--- config.mk ---
export PLATFORM = sky130hd
export DESIGN_NAME = ultrasonic_echo_ranger
export DESIGN_NICKNAME = d
export VERILOG_FILES = /design/src/rtl/uer_pkg.sv /design/src/rtl/uer_tick.sv /design/src/rtl/ultrasonic_echo_ranger.sv
export SDC_FILE = /design/constraint.sdc
export NUM_CORES = 1
export LEC_CHECK = 0
export BUFFER_PORTS_ARGS = -buffer_cell sky130_fd_sc_hd__buf_2
export CAP_MARGIN = 20
export CORE_MARGIN = 2
export CORE_UTILIZATION = 25
export CTS_CLUSTER_SIZE = 8
export DETAILED_ROUTE_END_ITERATION = 12
export SYNTH_ARGS = -nofsm -noshare
export SYNTH_HDL_FRONTEND = slang
export SYNTH_SLANG_ARGS = --single-unit
--- constraint.sdc ---
create_clock -name clk -period 5.8 [get_ports clk]
set_clock_uncertainty 0.05 [all_clocks]
set_input_delay 0.29 -clock clk [delete_from_list [all_inputs] [get_ports clk]]
set_output_delay 0.29 -clock clk [all_outputs]
set_load 0.1 [all_outputs]
--- src/rtl/uer_pkg.sv ---
// Shared types, register codes and reset values for the ultrasonic echo ranger.
package uer_pkg;

	localparam int COUNT_WIDTH_DEF = 16;
	localparam int DIST_W          = 24;
	localparam int TIMEOUT_W       = 16;
	localparam int TRIG_W          = 8;
	localparam int SCALE_W         = 16;
	localparam int CFG_IDX_W       = 2;

	localparam logic [CFG_IDX_W-1:0] CFG_TIMEOUT = 2'd0;
	localparam logic [CFG_IDX_W-1:0] CFG_TRIGGER = 2'd1;
	localparam logic [CFG_IDX_W-1:0] CFG_SCALE   = 2'd2;
	localparam logic [CFG_IDX_W-1:0] CFG_FAR     = 2'd3;

	localparam logic [TIMEOUT_W-1:0] TIMEOUT_RST = 16'd3000;
	localparam logic [TRIG_W-1:0]    TRIGGER_RST = 8'd2;
	localparam logic [SCALE_W-1:0]   SCALE_RST   = 16'd11141;
	localparam logic [DIST_W-1:0]    FAR_RST     = 24'd130560;

	localparam logic [1:0] ST_MEASURED = 2'd0;
	localparam logic [1:0] ST_TIMEOUT  = 2'd1;
	localparam logic [1:0] ST_NO_ECHO  = 2'd2;

	localparam logic [1:0] PH_IDLE = 2'd0;
	localparam logic [1:0] PH_WAIT = 2'd1;
	localparam logic [1:0] PH_HIGH = 2'd2;

	typedef struct packed {
		logic start_req;
		logic echo_level;
	} item_t;

	typedef struct packed {
		logic              trigger_level;
		logic              done_res;
		logic [1:0]        status;
		logic [DIST_W-1:0] distance_q8;
	} res_t;

	typedef struct packed {
		logic       trig;
		logic       done;
		logic [1:0] status;
	} tick_flags_t;

endpackage

--- src/rtl/uer_tick.sv ---
// Per-tick measurement state: trigger countdown, echo edge detection, tick counter.
module uer_tick #(
	parameter int COUNT_WIDTH = uer_pkg::COUNT_WIDTH_DEF
) (
	input  logic                           clk,
	input  logic                           arst_n,
	input  logic                           en,
	input  uer_pkg::item_t                 item,
	input  logic [uer_pkg::TIMEOUT_W-1:0]  timeout_ticks,
	input  logic [uer_pkg::TRIG_W-1:0]     trigger_ticks,
	output uer_pkg::tick_flags_t           flags,
	output logic [COUNT_WIDTH-1:0]         count
);
	import uer_pkg::*;

	localparam int CMPW = (COUNT_WIDTH > TIMEOUT_W) ? COUNT_WIDTH : TIMEOUT_W;

	logic [1:0]             phase_q, phase_d;
	logic [COUNT_WIDTH-1:0] count_q, count_d, count_inc;
	logic [TRIG_W-1:0]      trig_cnt_q, trig_cnt_d, trig_cur;
	logic                   prev_echo_q;
	logic                   rise_q, rise_d;
	logic                   rise, fall, active;

	always_ff @(posedge clk or negedge arst_n) begin
		if (!arst_n) begin
			phase_q     <= PH_IDLE;
			count_q     <= '0;
			trig_cnt_q  <= '0;
			prev_echo_q <= 1'b0;
			rise_q      <= 1'b0;
		end else if (en) begin
			phase_q     <= phase_d;
			count_q     <= count_d;
			trig_cnt_q  <= trig_cnt_d;
			prev_echo_q <= item.echo_level;
			rise_q      <= rise_d;
		end
	end

	assign rise      = !prev_echo_q && item.echo_level;
	assign fall      = prev_echo_q && !item.echo_level;
	assign active    = (phase_q == PH_WAIT) || (phase_q == PH_HIGH);
	assign count_inc = (count_q != '1) ? count_q + 1'b1 : count_q;
	assign trig_cur  = item.start_req ? trigger_ticks : trig_cnt_q;

	always_comb begin
		phase_d      = phase_q;
		count_d      = count_q;
		rise_d       = rise_q;
		flags.trig   = (trig_cur != '0);
		flags.done   = 1'b0;
		flags.status = ST_MEASURED;
		if (item.start_req) begin
			phase_d = PH_WAIT;
			count_d = '0;
			rise_d  = 1'b0;
		end else if (active) begin
			if (phase_q == PH_WAIT && rise) begin
				count_d = '0;
				rise_d  = 1'b1;
				phase_d = PH_HIGH;
			end else begin
				count_d = count_inc;
				if (phase_q == PH_HIGH && fall) begin
					flags.done = 1'b1;
					phase_d    = PH_IDLE;
				end else if (CMPW'(count_inc) >= CMPW'(timeout_ticks) || count_inc == '1) begin
					flags.done   = 1'b1;
					flags.status = rise_q ? ST_TIMEOUT : ST_NO_ECHO;
					phase_d      = PH_IDLE;
				end
			end
		end
	end

	assign trig_cnt_d = flags.trig ? trig_cur - 1'b1 : '0;
	assign count      = count_d;

endmodule

--- src/rtl/ultrasonic_echo_ranger.sv ---
// Top level of the ultrasonic echo ranger: config registers, pipeline and distance scaling.
// Each accepted item is one time-base tick and yields exactly one result item. The block
// takes one item per clock unless the result side stalls; on its way to a valid result each
// item passes the input register, the tick-state register and the result register that
// follows the count-times-scale multiplier. Configuration writes are taken in every cycle
// and must only be issued while no item is in flight.
module ultrasonic_echo_ranger #(
	parameter int COUNT_WIDTH = uer_pkg::COUNT_WIDTH_DEF
) (
	input  logic                          clk,
	input  logic                          arst_n,
	input  logic                          item_valid,
	output logic                          item_ready,
	input  uer_pkg::item_t                item,
	output logic                          res_valid,
	input  logic                          res_ready,
	output uer_pkg::res_t                 res,
	input  logic                          cfg_valid,
	output logic                          cfg_ready,
	input  logic [uer_pkg::CFG_IDX_W-1:0] cfg_index,
	input  logic [uer_pkg::DIST_W-1:0]    cfg_data
);
	import uer_pkg::*;

	localparam int PW = COUNT_WIDTH + SCALE_W;
	localparam int SW = PW - 8;

	logic [TIMEOUT_W-1:0]   timeout_q;
	logic [TRIG_W-1:0]      trigger_q;
	logic [SCALE_W-1:0]     scale_q;
	logic [DIST_W-1:0]      far_q;

	logic                   v_s1, v_s2, res_valid_q;
	item_t                  item_s1;
	tick_flags_t            flags_s2, flags;
	logic [COUNT_WIDTH-1:0] count_s2, count;
	res_t                   res_q, res_d;
	logic                   en_o, en2, en1;
	logic [PW-1:0]          prod;
	logic [SW-1:0]          shifted;
	logic [DIST_W-1:0]      dist_meas;

	assign cfg_ready = 1'b1;

	always_ff @(posedge clk or negedge arst_n) begin
		if (!arst_n) begin
			timeout_q <= TIMEOUT_RST;
			trigger_q <= TRIGGER_RST;
			scale_q   <= SCALE_RST;
			far_q     <= FAR_RST;
		end else if (cfg_valid) begin
			case (cfg_index)
				CFG_TIMEOUT: timeout_q <= cfg_data[TIMEOUT_W-1:0];
				CFG_TRIGGER: trigger_q <= cfg_data[TRIG_W-1:0];
				CFG_SCALE:   scale_q   <= cfg_data[SCALE_W-1:0];
				CFG_FAR:     far_q     <= cfg_data;
				default: ;
			endcase
		end
	end

	assign en_o       = !res_valid_q || res_ready;
	assign en2        = !v_s2 || en_o;
	assign en1        = !v_s1 || en2;
	assign item_ready = en1;

	always_ff @(posedge clk or negedge arst_n) begin
		if (!arst_n) begin
			v_s1        <= 1'b0;
			v_s2        <= 1'b0;
			res_valid_q <= 1'b0;
		end else begin
			if (en1) v_s1 <= item_valid;
			if (en2) v_s2 <= v_s1;
			if (en_o) res_valid_q <= v_s2;
		end
	end

	always_ff @(posedge clk) begin
		if (item_valid && en1) item_s1 <= item;
		if (v_s1 && en2) begin
			flags_s2 <= flags;
			count_s2 <= count;
		end
		if (v_s2 && en_o) res_q <= res_d;
	end

	uer_tick #(
		.COUNT_WIDTH(COUNT_WIDTH)
	) u_tick (
		.clk           (clk),
		.arst_n        (arst_n),
		.en            (v_s1 && en2),
		.item          (item_s1),
		.timeout_ticks (timeout_q),
		.trigger_ticks (trigger_q),
		.flags         (flags),
		.count         (count)
	);

	assign prod    = PW'(count_s2) * PW'(scale_q);
	assign shifted = prod[PW-1:8];

	generate
		if (SW > DIST_W) begin : g_sat
			assign dist_meas = (|shifted[SW-1:DIST_W]) ? '1 : shifted[DIST_W-1:0];
		end else begin : g_ext
			assign dist_meas = DIST_W'(shifted);
		end
	endgenerate

	always_comb begin
		res_d.trigger_level = flags_s2.trig;
		res_d.done_res      = flags_s2.done;
		res_d.status        = flags_s2.done ? flags_s2.status : ST_MEASURED;
		res_d.distance_q8   = '0;
		if (flags_s2.done) begin
			case (flags_s2.status)
				ST_MEASURED: res_d.distance_q8 = dist_meas;
				ST_TIMEOUT:  res_d.distance_q8 = far_q;
				default:     res_d.distance_q8 = '0;
			endcase
		end
	end

	assign res_valid = res_valid_q;
	assign res       = res_q;

endmodule

==> impl_metrics.ini, run 1 <==
[worst_setup_path]
startpoint = scale_q[2]$_DFFE_PN1P_
crit_arrival_ps = 6100
reg2reg_depth = 22
path_class = reg -> reg
cp_slowest_cell = fa_1
cpPeakStageDelay_ps = 590
path_max_fanout = 5
crit_top_cell = fa_1
critical_path.cell_chain = buf_4 > nand2_1 > fa_1 > fa_1 > fa_1 > fa_1 > inv_1 > fa_1 > inv_1 > fa_1 > inv_2 > ha_4 > buf_4 > a21oi_4 > o21ai_2 > a22oi_2 > nand2_1 > a31o_2 > buf_4 > xor2_1 > mux2i_1 > nor2_1
reg2reg_from = scale_q[2]$_DFFE_PN1P_
worstPathRequired_ps = 5920
regToRegSetupSlack_ps = -180
end_kind = flop
rr_endpoint = res[11]$_SDFFCE_PN0P_
startpoint_type = flop

[finish]
fillCellCount = 6248
final_nets = 2095
syn2layout_area_growth_pct = 21.4
fin_cells = 2543
num_antenna_cells = 0
drive_above_1_share = 0.229

[route]
wl_met1_um = 18900
dr_total_vias = 11900
antenna_left = 0
met3_length_um = 2230
wl_per_cell_um = 17.0
wl_met2_um = 20900
dr.pass1.iters = 5
viasPerCell = 4.66
drtIter0Drc = 576
drc = 0
top_layer = met4
drt_wl_total_um = 43200

[synth]
synth.avg_cell_area_um2 = 9.65
yosys.cell_types.count = 75
ys_top_cells_by_area = fa_1 25%, dfrtp_1 12%, ha_1 9.9%, edfxtp_1 9.9%, inv_1 6.4%
synth.top_cell.area_share = 0.254
async_flop_share = 0.655
synth-main-ff-cell = dfrtp_1
ys_seq_elements = 145
ys_top_cells_by_count = 259 x inv_1, 230 x nand2_1, 193 x fa_1
synth_most_common_cell = inv_1
synthesis.nets = 1924
yosysWarnings = 0
synth_area_um2 = 15200
syn_inst = 1577
ys_seq_area_frac = 0.257
synth_top_area_cell = fa_1
synth-edff-count = 50

[grt]
grt_pass1_wl_um = 68200
antenna_found_initial = 3
grt_max_degree = 59
grt_pass1_vias = 12300
grt_overflow = 0
grt_usage = 0.140

[floorplanning]
initial_utilization = 0.253
dieArea_um2 = 62900
die_x_um = 251
coreArea_um2 = 60200
fp.dieH_um = 251
rows = 90
io_pins = 64

[min_path]
hp-start = cfg_data[18]
holdPathStages = 2
hold_end = far_q[18]$_DFFE_PN0P_
hp-class = in -> reg

[sta]
slew_violations = 0
rsz0062_at_grt = true
setup_violations = 14
period_share = 1.03
maxSlewHeadroom = 0.408
tightest_slew_ps = 888
fin_ws_ps = -179
whs_ps = 28.0
period_needed_ps = 5980
fmax_mhz = 167
hold_violations = 0

[outcome]
violations = setup timing
status = finished, violations left

[clocking]
root_buffer = clkbuf_16
cts.clk_slew.worst_paths_ps = 60
ctsHtreeMaxLevel = 4
clock_latency_ps = 450
cts_buffers = 17
clockBufferDepth = 2
clock_sinks = 145
cts_tree = done

[placement]
dpl.hpwl_um = 34600
placedCellCount = 2483
globalplace.congestion = 0.885
port_buffers = 62

[flow_run]
cap_violations = 0
layout make-up:
class / count / area, um^2 / share of cell area
Clock buffer: 22 / 464 / 0.0251
Timing Repair Buffer: 220 / 1620 / 0.0878
Inverter: 260 / 976 / 0.0528
Tap cell: 782 / 978 / 0.0530
Clock inverter: 10 / 126 / 0.00684
Sequential cell: 145 / 3910 / 0.212
Multi-Input combinational cell: 1104 / 10400 / 0.563
through the flow:
step	setup slack [ps]	util	area [um^2]	TNS [ps]
2_1_floorplan	-32.9	-	15300	-87.3
3_3_place_gp	-300	0.287	17300	-2880
3_5_place_dp	-475	0.287	17300	-4740
4_1_cts	-171	0.302	18200	-1090
5_1_grt	-366	0.307	18500	-4720
6_report	-179	0.307	18500	-1280
placed cells by master, fill, tap and decap left out, types with 5 or more instances in the layout:
master       n
inv_1      252
nand2_1    225
fa_1       185
buf_4      134
and2_1     115
ha_1       114
dfrtp_1     69
buf_2       62
o21ai_0     52
mux2_2      50
edfxtp_1    50
nor2_1      43
a21oi_1     30
dfstp_2     23
xnor2_1     19
nand3_1     18
clkbuf_16   17
a21oi_2     16
a22o_1      16
nor3_1      14
buf_6       14
nand4_1     11
mux2i_1      9
a21o_1       9
nand2b_1     8
xor2_1       8
fa_2         8
inv_2        7
or3_1        7
nand3b_1     7
o21ai_1      6
nor2b_1      6
ha_4         6
and2_4       5
a31oi_1      5
buf_12       5
state kept, by name, indices dropped and copies added, names as in the netlist, 8 cells and up:
| name | count |
|---|---|
| count_s2 | 16 |
| far_q | 24 |
| res | 28 |
| scale_q | 16 |
| timeout_q | 16 |
| trigger_q | 8 |
| u_tick.count_q | 16 |
| u_tick.trig_cnt_q | 8 |
layer usage:
layer | up-vias | global-route usage
li1 | 5428 | -
met1 | 6049 | 0.180
met2 | 322 | 0.238
met3 | 60 | 0.0246
met4 | 0 | 0.0452
met5 | - | 0
how the worst max path moves through the flow:
stage / end / slack, ps / depth (start not counted)
2_1_floorplan: res[15]$_SDFFCE_PN0P_ / -30 / 20
3_3_place_gp: res[15]$_SDFFCE_PN0P_ / -300 / 21
3_5_place_dp: res[15]$_SDFFCE_PN0P_ / -470 / 21
4_1_cts: res[16]$_SDFFCE_PN0P_ / -170 / 21
5_1_grt: res[23]$_SDFFCE_PN0P_ / -370 / 22
6_report: res[11]$_SDFFCE_PN0P_ / -180 / 22
kinds of logic (layout without fill, tap and decap cells):
family	after synthesis	count (layout)	synth area share
buf+inv	328	512	0.0832
mux	59	59	0.0429
flops	145	145	0.257
simple gates	505	505	0.165
other cells	1	1	0.000246
compound gates	195	195	0.0815
xor+xnor	30	30	0.0173
fa+ha+maj	314	314	0.353
worst max-delay path: cells and delay by family (launching register included):
| kind | cells | cell delay (ps) |
|---|---|---|
| muxes | 1 | 130 |
| buffers and inverters | 6 | 540 |
| xor gates and xnor gates | 1 | 130 |
| DFF | 1 | 570 |
| and+or+nand+nor | 3 | 240 |
| adders and majority gates | 7 | 3240 |
| AOI/OAI and AO/OA | 4 | 790 |
what timing repair did:
| action | CTS | global route |
|---|---|---|
| pin swaps | 29 | 28 |
| gates cloned | 0 | 1 |
| hold endpoints to repair | 23 | 0 |
| gates resized for setup | 47 | 51 |
| buffers inserted | 10 | 14 |
| setup endpoints to repair | 18 | 19 |
| hold buffers | 4 | 0 |
Power of run 1 is left out: the tool's default activity adds up to more than one toggle a clock period on the data nets, which glitch-free logic cannot reach.
==> run 2, diff against run 1 <==
--- a/config.mk
+++ b/config.mk
@@ -8,7 +8,7 @@
 export BUFFER_PORTS_ARGS = -buffer_cell sky130_fd_sc_hd__buf_2
 export CAP_MARGIN = 20
 export CORE_MARGIN = 2
-export CORE_UTILIZATION = 25
+export CORE_UTILIZATION = 40
 export CTS_CLUSTER_SIZE = 8
 export DETAILED_ROUTE_END_ITERATION = 12
 export SYNTH_ARGS = -nofsm -noshare
==> run 2 against run 1 <==
Effect of this change:
- hold slack worse by 17 ps
- first-iteration DRC count is 19% higher
- final cell count is 11% lower
- the run still ends with setup timing left
- wire length is 5.9% lower
- sequential share of layout area is 0.61 points higher
- count of clock-buffer cells in the layout is 4 lower
- highest routed layer unchanged
- via count is 2.5% lower
- die area is 37% lower
- utilization is 17 points higher
- largest cell class unchanged
==> impl_metrics.ini, run 2 (synthesis results as in run 1) <==
[sta]
rsz0062_at_grt = true
fmax_mhz = 164
maxSlewHeadroom = 0.278
slew_violations = 0
period_share = 1.05
hold_violations = 0
setup_violations = 12
fin_ws_ps = -313
tightest_slew_ps = 1080
whs_ps = 11.2
period_needed_ps = 6110

[placement]
pre_cts_slack_ps = -339
placedInstanceArea_um2 = 16800
port_buffers = 62
dpl.hpwl_um = 32500
globalplace.congestion = 0.902

[grt]
grt_pass1_wl_um = 64600
grt_pass1_vias = 12000
grt_usage = 0.215
grt_overflow = 0
grt_max_degree = 60
antenna_found_initial = 3

[route]
dr_total_vias = 11600
drtIter0Drc = 684
antenna_left = 0
drt_wl_total_um = 40700
viasPerCell = 5.14
wl_per_cell_um = 18.1
drc = 0
dr.pass1.iters = 5

[finish]
fillCellCount = 3564
syn2layout_area_growth_pct = 17.8
final_common_cell = inv_1
fin_area_um2 = 17900
largest_register_ffs = 28
drive_above_1_share = 0.218
final_cell_mix = 250 x inv_1, 223 x nand2_1, 192 x fa_1
final_nets = 2074

[floorplanning]
initial_utilization = 0.405
fp.dieH_um = 199
io_pins = 64
die_x_um = 199
rows = 71
coreArea_um2 = 37600
dieArea_um2 = 39600

[worst_setup_path]
worstPathRequired_ps = 5930
crit_top_cell = fa_1
end_kind = flop
crit_cells = 21
startpoint_type = flop
regToRegSetupSlack_ps = -310
cpPeakStageDelay_ps = 620
cp_slowest_cell = dfstp_2
critical_path.cell_chain = buf_6 > nand2_2 > fa_1 > inv_1 > fa_1 > inv_2 > fa_1 > inv_2 > fa_1 > fa_1 > inv_2 > fa_1 > inv_2 > ha_4 > and2_1 > nand3_1 > o31ai_4 > a31oi_4 > o21ai_4 > nor4b_2 > a311o_1
path_max_fanout = 6
critPathTopFamily = adder cells
path_class = reg -> reg
reg2reg_from = scale_q[7]$_DFFE_PN1P_
reg2reg_depth = 21
rr_endpoint = res[20]$_SDFFCE_PN0P_
worst-path-buf-inv = 6
crit_arrival_ps = 6250

[min_path]
holdPathStages = 2
hp-start = item_valid
hp-class = in -> reg
hold_end = v_s1$_DFFE_PN0N_

[clocking]
clockBufferDepth = 2
cts_tree = done
clock_sinks = 145
clock_latency_ps = 440
root_buffer = clkbuf_16
cts_buffers = 17
cts.clk_slew.worst_paths_ps = 70
ctsHtreeMaxLevel = 4

[flow_run]
cap_violations = 0

[outcome]
violations = setup timing
status = finished, violations left
[run 2: cell types whose count changed in the layout (fill, tap and decap cells not counted), moves of 5 or more]
cell	change
fa_1	+7
fa_2	-7
a21oi_2	-7
a21oi_1	+6
buf_6	-10
buf_4	-5
[run 2: layout make-up]
| cell class | instances | area, um^2 | share of cell area |
|---|---|---|---|
| Clock inverter | 14 | 171 | 0.00956 |
| Antenna cell | 1 | 2.50 | 0.000139 |
| Tap cell | 511 | 639 | 0.0356 |
| Multi-Input combinational cell | 1104 | 10400 | 0.581 |
| Sequential cell | 145 | 3910 | 0.218 |
| Clock buffer | 18 | 429 | 0.0239 |
| Inverter | 260 | 976 | 0.0544 |
| Timing Repair Buffer | 199 | 1390 | 0.0774 |
[run 2: worst max path at each step]
stage	startpoint	to
after floorplan	scale_q[2]$_DFFE_PN1P_	res[15]$_SDFFCE_PN0P_
after global placement	scale_q[7]$_DFFE_PN1P_	res[20]$_SDFFCE_PN0P_
after detailed placement	scale_q[2]$_DFFE_PN1P_	res[15]$_SDFFCE_PN0P_
after CTS	count_s2[5]$_DFFE_PP_	res[20]$_SDFFCE_PN0P_
after global routing	count_s2[5]$_DFFE_PP_	res[20]$_SDFFCE_PN0P_
final	scale_q[7]$_DFFE_PN1P_	res[20]$_SDFFCE_PN0P_
[run 2: worst register-to-register path, stage by stage (launching register included)]
cell and delay (ps):
dfstp_2 620, buf_6 120, nand2_2 50, fa_1 480, inv_1 50, fa_1 490
inv_2 40, fa_1 560, inv_2 50, fa_1 510, fa_1 580, inv_2 40
fa_1 510, inv_2 50, ha_4 270, and2_1 160, nand3_1 140, o31ai_4 320
a31oi_4 170, o21ai_4 200, nor4b_2 70, a311o_1 320
[run 2: per-layer routing]
metal,vias up,share of wire,track usage
met1,5856,0.42,0.277
met4,0,0.035,0.0843
met5,-,0,0
met3,69,0.046,0.0282
met2,262,0.50,0.366
li1,5380,-,-
[run 2: repair_timing]
item / 4_1_cts / 5_1_grt
setup buffers: 8 / 14
endpoints found under the setup margin: 17 / 19
gates resized for setup: 25 / 58
hold buffers: 3 / 0
endpoints found under the hold margin: 31 / 0
pin swaps: 18 / 54
[run 2: through the flow]
stage	std cells	util	setup TNS [ps]
final	2252	0.477	-2070
after global routing	2251	0.477	-4690
after CTS	2240	0.469	-1140
after detailed placement	2197	0.448	-3150
after global placement	2197	0.448	-2250
after floorplan	1577	-	-87.3
Power of run 2 is left out for the same reason.
